File: src/rtl/sbn_pkg.sv
// Shared constants and types of the slotted B-tree node engine.
`default_nettype none
package sbn_pkg;
	localparam int SLOTS = 8;
	localparam int IW = $clog2(SLOTS);
	localparam int CW = $clog2(SLOTS + 1);
	localparam int KEY_W = 64;
	localparam int PTR_W = 64;
	localparam int CNT_W = 4;
	localparam int STAT_W = 2;

	localparam logic CMD_INSERT = 1'b0;
	localparam logic CMD_SEARCH = 1'b1;

	localparam logic [STAT_W-1:0] ST_INSERTED = 2'd0;
	localparam logic [STAT_W-1:0] ST_FULL = 2'd1;
	localparam logic [STAT_W-1:0] ST_FOUND = 2'd2;
	localparam logic [STAT_W-1:0] ST_ABSENT = 2'd3;

	typedef struct packed {
		logic ins;
		logic [IW-1:0] pos;
		logic [IW-1:0] rd_idx;
	} slot_ctl_t;
endpackage
`default_nettype wire

File: src/rtl/sbn_if.sv
// Request and response channel interfaces of the node engine.
`default_nettype none
interface sbn_req_if;
	logic valid;
	logic ready;
	logic cmd;
	logic signed [sbn_pkg::KEY_W-1:0] key;
	logic [sbn_pkg::PTR_W-1:0] child_value;
	logic has_left;
	logic [sbn_pkg::PTR_W-1:0] left_child;

	modport source(output valid, cmd, key, child_value, has_left, left_child, input ready);
	modport sink(input valid, cmd, key, child_value, has_left, left_child, output ready);
endinterface

interface sbn_rsp_if;
	logic valid;
	logic ready;
	logic [sbn_pkg::STAT_W-1:0] status;
	logic [sbn_pkg::PTR_W-1:0] result_ptr;
	logic [sbn_pkg::CNT_W-1:0] entry_count;

	modport source(output valid, status, result_ptr, entry_count, input ready);
	modport sink(input valid, status, result_ptr, entry_count, output ready);
endinterface
`default_nettype wire

File: src/rtl/sbn_ram.sv
// Generic single-write, single-read RAM with registered read data.
`default_nettype none
module sbn_ram #(
	parameter int WIDTH = 64,
	parameter int DEPTH = 8
) (
	input  wire logic                     clk,
	input  wire logic                     we,
	input  wire logic [$clog2(DEPTH)-1:0] waddr,
	input  wire logic [WIDTH-1:0]         wdata,
	input  wire logic [$clog2(DEPTH)-1:0] raddr,
	output logic      [WIDTH-1:0]         rdata
);
	logic [WIDTH-1:0] mem_q [DEPTH];

	always_ff @(posedge clk) begin
		if (we) begin
			mem_q[waddr] <= wdata;
		end
		rdata <= mem_q[raddr];
	end
endmodule
`default_nettype wire

File: src/rtl/sbn_slots.sv
// Sorted slot array: record order, insert shift and lowest free record.
`default_nettype none
module sbn_slots (
	input  wire logic                    clk,
	input  wire sbn_pkg::slot_ctl_t      ctl,
	input  wire logic [sbn_pkg::CW-1:0]  count,
	output logic      [sbn_pkg::IW-1:0]  rd_rec,
	output logic      [sbn_pkg::IW-1:0]  free_rec
);
	logic [sbn_pkg::IW-1:0] order_q [sbn_pkg::SLOTS];
	logic [sbn_pkg::SLOTS-1:0] used;

	always_ff @(posedge clk) begin
		if (ctl.ins) begin
			if (ctl.pos == '0) begin
				order_q[0] <= free_rec;
			end
			for (int i = 1; i < sbn_pkg::SLOTS; i++) begin
				if (sbn_pkg::IW'(i) == ctl.pos) begin
					order_q[i] <= free_rec;
				end else if (sbn_pkg::IW'(i) > ctl.pos) begin
					order_q[i] <= order_q[i-1];
				end
			end
		end
	end

	assign rd_rec = order_q[ctl.rd_idx];

	always_comb begin
		used = '0;
		for (int j = 0; j < sbn_pkg::SLOTS; j++) begin
			if (sbn_pkg::CW'(j) < count) begin
				used[order_q[j]] = 1'b1;
			end
		end
		free_rec = '0;
		for (int i = sbn_pkg::SLOTS - 1; i >= 0; i--) begin
			if (!used[i]) begin
				free_rec = sbn_pkg::IW'(i);
			end
		end
	end
endmodule
`default_nettype wire

File: src/rtl/slotted_btree_node_engine.sv
// Top level of the slotted B-tree node engine: sequencer, record stores, result register.
// Usage:
//   req carries one command per transfer: insert (key, child_value, optional left_child
//   when has_left) or search (key). rsp returns one result per command: status,
//   result_ptr and entry_count after the command.
//   cfg_we/cfg_wdata write node_is_leaf (leaf: exact match, internal: child select);
//   write it only while no command is in flight.
//   A command runs alone through one key compare unit: a binary search over the slot
//   array runs each probe as a slot read and record read, then a compare, at most
//   ceil(log2(SLOTS+1)) probes. A search on an internal node whose key is not below
//   every stored key then reads the child pointer (S_PREAD, S_PCAP); a leaf hit ends
//   the search at once. An insert writes the left child first with has_left, then the
//   record; an insert on a full page goes straight to the result without a search.
//   req.ready is high only while idle; the next command can be taken in the cycle after the
//   result is loaded into the output register.
//   A stalled rsp holds the result; a finished command waits until the register frees.
//   Reset empties the page, clears leftmost_child and sets node_is_leaf.
`default_nettype none
module slotted_btree_node_engine (
	input  wire logic clk,
	input  wire logic arst_n,
	sbn_req_if.sink   req,
	sbn_rsp_if.source rsp,
	input  wire logic cfg_we,
	input  wire logic cfg_wdata
);
	typedef enum logic [7:0] {
		S_IDLE  = 8'b0000_0001,
		S_PROBE = 8'b0000_0010,
		S_CMP   = 8'b0000_0100,
		S_PREAD = 8'b0000_1000,
		S_PCAP  = 8'b0001_0000,
		S_WLEFT = 8'b0010_0000,
		S_WREC  = 8'b0100_0000,
		S_OUT   = 8'b1000_0000
	} state_t;

	state_t state_q;
	logic [sbn_pkg::CW-1:0] cnt_q;
	logic leaf_q;
	logic [sbn_pkg::PTR_W-1:0] leftmost_q;
	logic rsp_valid_q;

	logic cmd_q;
	logic signed [sbn_pkg::KEY_W-1:0] key_q;
	logic [sbn_pkg::PTR_W-1:0] child_q;
	logic has_left_q;
	logic [sbn_pkg::PTR_W-1:0] left_q;
	logic [sbn_pkg::CW-1:0] lb_q;
	logic [sbn_pkg::CW-1:0] hi_q;
	logic [sbn_pkg::STAT_W-1:0] res_status_q;
	logic [sbn_pkg::PTR_W-1:0] res_ptr_q;
	logic [sbn_pkg::STAT_W-1:0] rsp_status_q;
	logic [sbn_pkg::PTR_W-1:0] rsp_ptr_q;
	logic [sbn_pkg::CW-1:0] rsp_count_q;

	logic [sbn_pkg::CW:0] mid_sum;
	logic [sbn_pkg::IW-1:0] mid;
	logic [sbn_pkg::CW-1:0] hi_m1;
	logic [sbn_pkg::CW-1:0] lb_m1;
	logic more;
	logic full;
	logic out_free;
	sbn_pkg::slot_ctl_t slot_ctl;
	logic [sbn_pkg::IW-1:0] rd_rec;
	logic [sbn_pkg::IW-1:0] free_rec;
	logic signed [sbn_pkg::KEY_W-1:0] key_rd;
	logic [sbn_pkg::PTR_W-1:0] ptr_rd;
	logic key_lt;
	logic leaf_hit;
	logic ptr_we;
	logic [sbn_pkg::IW-1:0] ptr_waddr;
	logic [sbn_pkg::PTR_W-1:0] ptr_wdata;

	assign mid_sum = {1'b0, lb_q} + {1'b0, hi_q} - (sbn_pkg::CW + 1)'(1);
	assign mid = mid_sum[sbn_pkg::IW:1];
	assign hi_m1 = hi_q - sbn_pkg::CW'(1);
	assign lb_m1 = lb_q - sbn_pkg::CW'(1);
	assign more = lb_q < hi_q;
	assign full = cnt_q == sbn_pkg::CW'(sbn_pkg::SLOTS);
	assign out_free = !rsp_valid_q || rsp.ready;
	assign key_lt = key_q < key_rd;
	assign leaf_hit = leaf_q && (cmd_q == sbn_pkg::CMD_SEARCH) && (key_q == key_rd);

	always_comb begin
		slot_ctl.ins = state_q == S_WREC;
		slot_ctl.pos = lb_q[sbn_pkg::IW-1:0];
		if (state_q == S_PREAD) begin
			slot_ctl.rd_idx = hi_m1[sbn_pkg::IW-1:0];
		end else if (state_q == S_WLEFT) begin
			slot_ctl.rd_idx = lb_m1[sbn_pkg::IW-1:0];
		end else begin
			slot_ctl.rd_idx = mid;
		end
	end

	assign ptr_we = (state_q == S_WREC) || ((state_q == S_WLEFT) && (lb_q != '0));
	assign ptr_waddr = (state_q == S_WREC) ? free_rec : rd_rec;
	assign ptr_wdata = (state_q == S_WREC) ? child_q : left_q;

	sbn_slots u_slots (
		.clk      (clk),
		.ctl      (slot_ctl),
		.count    (cnt_q),
		.rd_rec   (rd_rec),
		.free_rec (free_rec)
	);

	sbn_ram #(
		.WIDTH (sbn_pkg::KEY_W),
		.DEPTH (sbn_pkg::SLOTS)
	) u_key_ram (
		.clk   (clk),
		.we    (state_q == S_WREC),
		.waddr (free_rec),
		.wdata (key_q),
		.raddr (rd_rec),
		.rdata (key_rd)
	);

	sbn_ram #(
		.WIDTH (sbn_pkg::PTR_W),
		.DEPTH (sbn_pkg::SLOTS)
	) u_ptr_ram (
		.clk   (clk),
		.we    (ptr_we),
		.waddr (ptr_waddr),
		.wdata (ptr_wdata),
		.raddr (rd_rec),
		.rdata (ptr_rd)
	);

	always_ff @(posedge clk or negedge arst_n) begin
		if (!arst_n) begin
			state_q <= S_IDLE;
			cnt_q <= '0;
			leaf_q <= 1'b1;
			leftmost_q <= '0;
			rsp_valid_q <= 1'b0;
		end else begin
			if (cfg_we) begin
				leaf_q <= cfg_wdata;
			end
			if (state_q == S_OUT && out_free) begin
				rsp_valid_q <= 1'b1;
			end else if (rsp.ready) begin
				rsp_valid_q <= 1'b0;
			end
			unique case (state_q)
				S_IDLE: begin
					if (req.valid) begin
						state_q <= (req.cmd == sbn_pkg::CMD_INSERT && full) ? S_OUT : S_PROBE;
					end
				end
				S_PROBE: begin
					if (more) begin
						state_q <= S_CMP;
					end else if (cmd_q == sbn_pkg::CMD_INSERT) begin
						state_q <= has_left_q ? S_WLEFT : S_WREC;
					end else if (!leaf_q && hi_q != '0) begin
						state_q <= S_PREAD;
					end else begin
						state_q <= S_OUT;
					end
				end
				S_CMP: begin
					state_q <= (!key_lt && leaf_hit) ? S_OUT : S_PROBE;
				end
				S_PREAD: begin
					state_q <= S_PCAP;
				end
				S_PCAP: begin
					state_q <= S_OUT;
				end
				S_WLEFT: begin
					if (lb_q == '0) begin
						leftmost_q <= left_q;
					end
					state_q <= S_WREC;
				end
				S_WREC: begin
					cnt_q <= cnt_q + sbn_pkg::CW'(1);
					state_q <= S_OUT;
				end
				S_OUT: begin
					if (out_free) begin
						state_q <= S_IDLE;
					end
				end
				default: begin
					state_q <= S_IDLE;
				end
			endcase
		end
	end

	always_ff @(posedge clk) begin
		case (state_q)
			S_IDLE: begin
				if (req.valid) begin
					cmd_q <= req.cmd;
					key_q <= req.key;
					child_q <= req.child_value;
					has_left_q <= req.has_left;
					left_q <= req.left_child;
					lb_q <= '0;
					hi_q <= cnt_q;
					res_status_q <= sbn_pkg::ST_FULL;
					res_ptr_q <= '0;
				end
			end
			S_PROBE: begin
				if (!more) begin
					if (cmd_q == sbn_pkg::CMD_INSERT) begin
						res_status_q <= sbn_pkg::ST_INSERTED;
					end else if (leaf_q) begin
						res_status_q <= sbn_pkg::ST_ABSENT;
					end else begin
						res_status_q <= sbn_pkg::ST_FOUND;
						res_ptr_q <= leftmost_q;
					end
				end
			end
			S_CMP: begin
				if (key_lt) begin
					hi_q <= sbn_pkg::CW'(mid);
				end else if (leaf_hit) begin
					res_status_q <= sbn_pkg::ST_FOUND;
					res_ptr_q <= ptr_rd;
				end else begin
					lb_q <= sbn_pkg::CW'(mid) + sbn_pkg::CW'(1);
				end
			end
			S_PCAP: begin
				res_ptr_q <= ptr_rd;
			end
			S_OUT: begin
				if (out_free) begin
					rsp_status_q <= res_status_q;
					rsp_ptr_q <= res_ptr_q;
					rsp_count_q <= cnt_q;
				end
			end
			default: begin
			end
		endcase
	end

	assign req.ready = state_q == S_IDLE;
	assign rsp.valid = rsp_valid_q;
	assign rsp.status = rsp_status_q;
	assign rsp.result_ptr = rsp_ptr_q;
	assign rsp.entry_count = sbn_pkg::CNT_W'(rsp_count_q);
endmodule
`default_nettype wire

File: src/flat_wrapper.sv
// flat-port wrapper written by rule: the top's interface ports become plain ports
module slotted_btree_node_engine_flat 
  (clk, arst_n, cfg_we, cfg_wdata, req_valid, req_cmd, req_key, req_child_value, req_has_left, req_left_child, req_ready, rsp_valid, rsp_status, rsp_result_ptr, rsp_entry_count, rsp_ready);
  sbn_req_if req_i ();
  sbn_rsp_if rsp_i ();
  input  wire logic clk;
  input  wire logic arst_n;
  input  wire logic cfg_we;
  input  wire logic cfg_wdata;
  input wire logic [$bits(req_i.valid)-1:0] req_valid;
  input wire logic [$bits(req_i.cmd)-1:0] req_cmd;
  input wire logic [$bits(req_i.key)-1:0] req_key;
  input wire logic [$bits(req_i.child_value)-1:0] req_child_value;
  input wire logic [$bits(req_i.has_left)-1:0] req_has_left;
  input wire logic [$bits(req_i.left_child)-1:0] req_left_child;
  output wire logic [$bits(req_i.ready)-1:0] req_ready;
  output wire logic [$bits(rsp_i.valid)-1:0] rsp_valid;
  output wire logic [$bits(rsp_i.status)-1:0] rsp_status;
  output wire logic [$bits(rsp_i.result_ptr)-1:0] rsp_result_ptr;
  output wire logic [$bits(rsp_i.entry_count)-1:0] rsp_entry_count;
  input wire logic [$bits(rsp_i.ready)-1:0] rsp_ready;
  assign req_i.valid = req_valid;
  assign req_i.cmd = req_cmd;
  assign req_i.key = req_key;
  assign req_i.child_value = req_child_value;
  assign req_i.has_left = req_has_left;
  assign req_i.left_child = req_left_child;
  assign req_ready = req_i.ready;
  assign rsp_valid = rsp_i.valid;
  assign rsp_status = rsp_i.status;
  assign rsp_result_ptr = rsp_i.result_ptr;
  assign rsp_entry_count = rsp_i.entry_count;
  assign rsp_i.ready = rsp_ready;
  slotted_btree_node_engine u_core (.clk(clk), .arst_n(arst_n), .req(req_i), .rsp(rsp_i), .cfg_we(cfg_we), .cfg_wdata(cfg_wdata));
endmodule
File: config.mk
export PLATFORM = sky130hd
export DESIGN_NAME = slotted_btree_node_engine_flat
export DESIGN_NICKNAME = d
export VERILOG_FILES = /design/src/rtl/sbn_pkg.sv /design/src/rtl/sbn_if.sv /design/src/rtl/sbn_ram.sv /design/src/rtl/sbn_slots.sv /design/src/rtl/slotted_btree_node_engine.sv /design/src/flat_wrapper.sv
export SDC_FILE = /design/constraint.sdc
export NUM_CORES = 2
export LEC_CHECK = 0
export BUFFER_PORTS_ARGS = -buffer_cell sky130_fd_sc_hd__buf_2
export CELL_PAD_IN_SITES_DETAIL_PLACEMENT = 1
export CELL_PAD_IN_SITES_GLOBAL_PLACEMENT = 1
export CORE_ASPECT_RATIO = 0.6
export CORE_UTILIZATION = 45
export DETAILED_ROUTE_END_ITERATION = 6
export PLACE_DENSITY_LB_ADDON = 0.3
export SLEW_MARGIN = 30
export SYNTH_ARGS = -nofsm -noshare
export SYNTH_HDL_FRONTEND = slang
export SYNTH_SLANG_ARGS = --single-unit
File: constraint.sdc
create_clock -name clk -period 11.4 [get_ports clk]
set_clock_uncertainty 0.2 [all_clocks]
set_input_delay 2.28 -clock clk [delete_from_list [all_inputs] [get_ports clk]]
set_output_delay 2.28 -clock clk [all_outputs]
set_load 0.02 [all_outputs]
==> impl_metrics.tcl <==
set metrics [dict create \
    syn_area_per_cell_um2 17.9 \
    max-vdd-ir-drop_uv 717 \
    start_util_pct 45.6 \
    drt-pass1-iter-count 5 \
    grt_pass1_vias 33600 \
    synth_edf_count 1386 \
    die_w_um 479 \
    fmax_mhz 147 \
    cp_slowest_stage_delay_ps 730 \
    power.total_mw 21.0 \
    worst-endpoint-arrival_ps 7200 \
    total_switching_power_mw 7.28 \
    tritoncts.num_buffers 147 \
    post_cts_buffers 0 \
    grt_antenna_before_repair 6 \
    setup_viol 0 \
    synth.most_common_cell "edfxtp_1" \
    path_cells "inv_1 -> ha_1 -> inv_1 -> ha_1 -> fa_1 -> xor2_1 -> xnor2_1 -> a2bb2oi_1 -> a2111oi_0 -> a2111oi_4 -> buf_4 -> buf_12 -> buf_12 -> mux2_2 -> o22ai_1 -> a221oi_2" \
    place.port_buffers 271 \
    post-synth-top-area-cell "edfxtp_1" \
    timing.critical_path.slowest_stage_cell "buf_4" \
    grt_start_max_net_pins 146 \
    via_count 31800 \
    ys_seq_elements 1592 \
    synth.lib_cells_used.distinct 76 \
    timing.hold.worst.class "reg2reg" \
    hold-path-cell-count 0 \
    clockPowerShare_pct 23.7 \
    synthDominantCellAreaShare_pct 67.8 \
    post_synth_instance_area_um2 61400 \
    period_needed_ps 6790 \
    cts_htree_levels 4 \
    gp_routability_congestion 0.829 \
    clkSinkCount 1592 \
    worst_slew_margin_rel_pct 26.5 \
    wirelength_mm 149 \
    p_leak_nw 25.5 \
    finalCritPeriodShare_pct 59.5 \
    finish.utilization_pct 51.8 \
    start_kind "flop" \
    synthArstFlopShare_pct 4.90 \
    run_status "completed" \
    placeableCoreArea_um2 135000 \
    class_of_the_most_critical_setup_path "reg2reg" \
    synth.top_cells.by_area "edfxtp_1 68%, mux2i_1 4.4%, dfxtp_1 4.2%" \
    power.switching_fraction_pct 34.6 \
    holdBufCountCts 0 \
    final_net_count 4031 \
    layout-area-overhead-vs-synth_pct 13.6 \
    drive_above_1_share_pct 23.9 \
    power_per_cell_area_nw_per_um2 302 \
    synth_warnings 0 \
    dieArea_um2 138000 \
    final-max-slew-violation-count 0 \
    max_cap_violations 0 \
    power_frac_comb_pct 39.9 \
    unrepaired_setup_endpoints_after_global_routing "false" \
    cts-root-buf "clkbuf_16" \
    rows 104 \
    critPathCaptureType "flop" \
    top_level_ports 272 \
    clk_pin_slew_worst_paths_ps 60 \
    grt_pass1_wl_mm 219 \
    detail_route.drc_violations 0 \
    synth_commonest_cells "1386 x edfxtp_1, 270 x mux2i_1, 238 x nand2_1, 209 x mux2_2, 135 x o22ai_1" \
    hpwlAfterDp_mm 83.4 \
    yosysSeqAreaShare_pct 75.2 \
    number_of_standard_cells_after_synthesis 3434 \
    worst_skew_pair.late_latency_ps 770 \
    number_of_design_rule_violations_left_by_the_first_detailed_router_iteration 2470 \
    worst_hold_slack_ps 217 \
    grt_util_all_layers_pct 21.4 \
    internal_mw 13.7 \
    final_hold_fails 0 \
    actual_transition_at_the_worst_max_transition_pin_ps 1100 \
    worst_reg2reg_path_length_in_cells 16 \
    grt.overflow.total 0 \
    required_arrival_time_at_the_worst_endpoint_ps 11820 \
    ant_nets 0 \
    ys_dominant_reg_cell "edfxtp_1" \
    design_area_um2 69700 \
    post_dp_cell_area_um2 64800 \
    power_frac_seq_pct 36.4 \
    synth.net_count 3715 \
    average_routed_wire_per_standard_cell_um 26.2 \
    tritoncts "built" \
    setup-tns-final_ps 0 \
    largest_fanout_on_the_critical_path 137 \
    max-clock-path-buffers 3 \
    die-height_um 288 \
    vias_per_cell 5.59 \
    post_cts_resize_count 0 \
]
==> kinds of logic after synthesis <==
family                     synth area share, %
DFF                                       75.2
muxes                                     10.7
AOI/OAI and AO/OA                         6.96
and+or+nand+nor                           3.20
buffers and inverters                     2.16
adders and majority gates                 1.66
xor gates and xnor gates                 0.128
==> layer usage <==
| layer | global-route usage (%) | part of all wire, % | up-vias |
|---|---|---|---|
| met5 | 0 | 0 | - |
| met4 | 5.35 | 1.9 | 0 |
| met3 | 3.31 | 4.7 | 177 |
| met2 | 32.8 | 45 | 828 |
| met1 | 32.0 | 48 | 16600 |
| li1 | - | - | 14100 |
==> power by group through the flow <==
stage / combinational [mW] / sequential, mW / clock (mW)
after detailed placement: 8.34 / 7.77 / 0
after global placement: 8.11 / 7.75 / 0
after global routing: 9.00 / 7.70 / 5.29
after floorplan: 7.10 / 7.64 / 0
final: 8.40 / 7.65 / 4.98
after CTS: 8.41 / 7.65 / 5.09
==> area by class of cell <==
cell class / count / area, um2
flip-flops and latches: 1592 / 46100
repair buffers: 331 / 1940
multi-input cells: 1589 / 14200
well taps: 1802 / 2250
inverters: 89 / 343
clock buffers: 209 / 4120
clock inverters: 65 / 743
fillers: 12400 / 65000
diodes: 3 / 7.51
==> sequential cells by signal, indices dropped and copies added, names as in the netlist <==
name / flops
u_core.u_key_ram.mem_q: 512
u_core.rsp.entry_count: 4
u_core.rsp.status: 2
u_core.lb_q: 4
u_core.key_q: 64
u_core.leftmost_q: 64
u_core.rsp.valid: 1
u_core.u_ptr_ram.rdata: 64
u_core.state_q: 8
u_core.cmd_q: 1
u_core.child_q: 64
u_core.rsp.result_ptr: 64
u_core.cnt_q: 4
u_core.leaf_q: 1
u_core.res_ptr_q: 64
u_core.has_left_q: 1
u_core.u_ptr_ram.mem_q: 512
u_core.left_q: 64
u_core.hi_q: 4
u_core.u_key_ram.rdata: 64
u_core.res_status_q: 2
u_core.u_slots.order_q: 24
==> worst max-delay path, delay by kind of cell (launching register included) <==
kind | cells | cell delay, ps
buffers and inverters | 5 | 2120
AOI/OAI and AO/OA | 5 | 1480
adders and majority gates | 3 | 920
xor gates and xnor gates | 2 | 590
DFF | 1 | 530
muxes | 1 | 420
==> through the flow <==
step	std cells	worst slack [ps]
6_report	5680	4610
5_1_grt	5680	4240
4_1_cts	5676	4350
3_5_place_dp	5402	4350
3_3_place_gp	5399	4600
2_1_floorplan	3434	3920
==> placed cells by master (no fill, tap or decap), types with 5 or more instances in the layout <==
cell,synthesis,layout
nand2b_1,18,18
nand4_1,17,17
mux2i_1,270,270
clkinv_2,0,23
o22ai_1,135,135
mux2_2,209,209
dfxtp_1,128,128
mux2_1,133,133
nor4_1,12,12
nor2_4,0,12
clkinv_1,0,18
ha_1,80,80
buf_6,25,5
xnor2_1,6,6
nor2_1,49,37
nor2b_1,8,7
a22o_1,65,65
a21o_1,32,32
a31oi_1,7,7
a221oi_2,127,127
a21oi_1,34,28
dfrtp_1,76,76
a21oi_4,0,6
buf_4,23,47
inv_1,88,86
edfxtp_1,1386,1386
nand2_1,238,235
bufinv_16,0,11
buf_2,21,270
clkbuf_1,65,46
clkbuf_16,0,151
nor3_1,24,22
buf_12,1,6
clkbuf_8,0,12
o21ai_0,19,19
nand3b_1,8,8
nand3_1,19,17
==> worst paths after layout <==
path	startpoint	to	slack [ps]
max in group asynchronous	arst_n	u_core.leftmost_q[40]$_DFFE_PN0P_	8380
setup / recovery	u_core.lb_q[1]$_SDFFCE_PN0P_	u_core.u_ptr_ram.rdata[39]$_DFF_P_	4610
hold / removal	u_core.res_ptr_q[15]$_DFFE_PP_	u_core.rsp.result_ptr[15]$_DFFE_PP_	220
min in group asynchronous	arst_n	u_core.leftmost_q[7]$_DFFE_PN0P_	1400
hold reg to reg	u_core.res_ptr_q[15]$_DFFE_PP_	u_core.rsp.result_ptr[15]$_DFFE_PP_	220
setup reg to reg	u_core.lb_q[1]$_SDFFCE_PN0P_	u_core.u_ptr_ram.rdata[39]$_DFF_P_	4610
No activity file was read; power rests on OpenSTA's default activity.
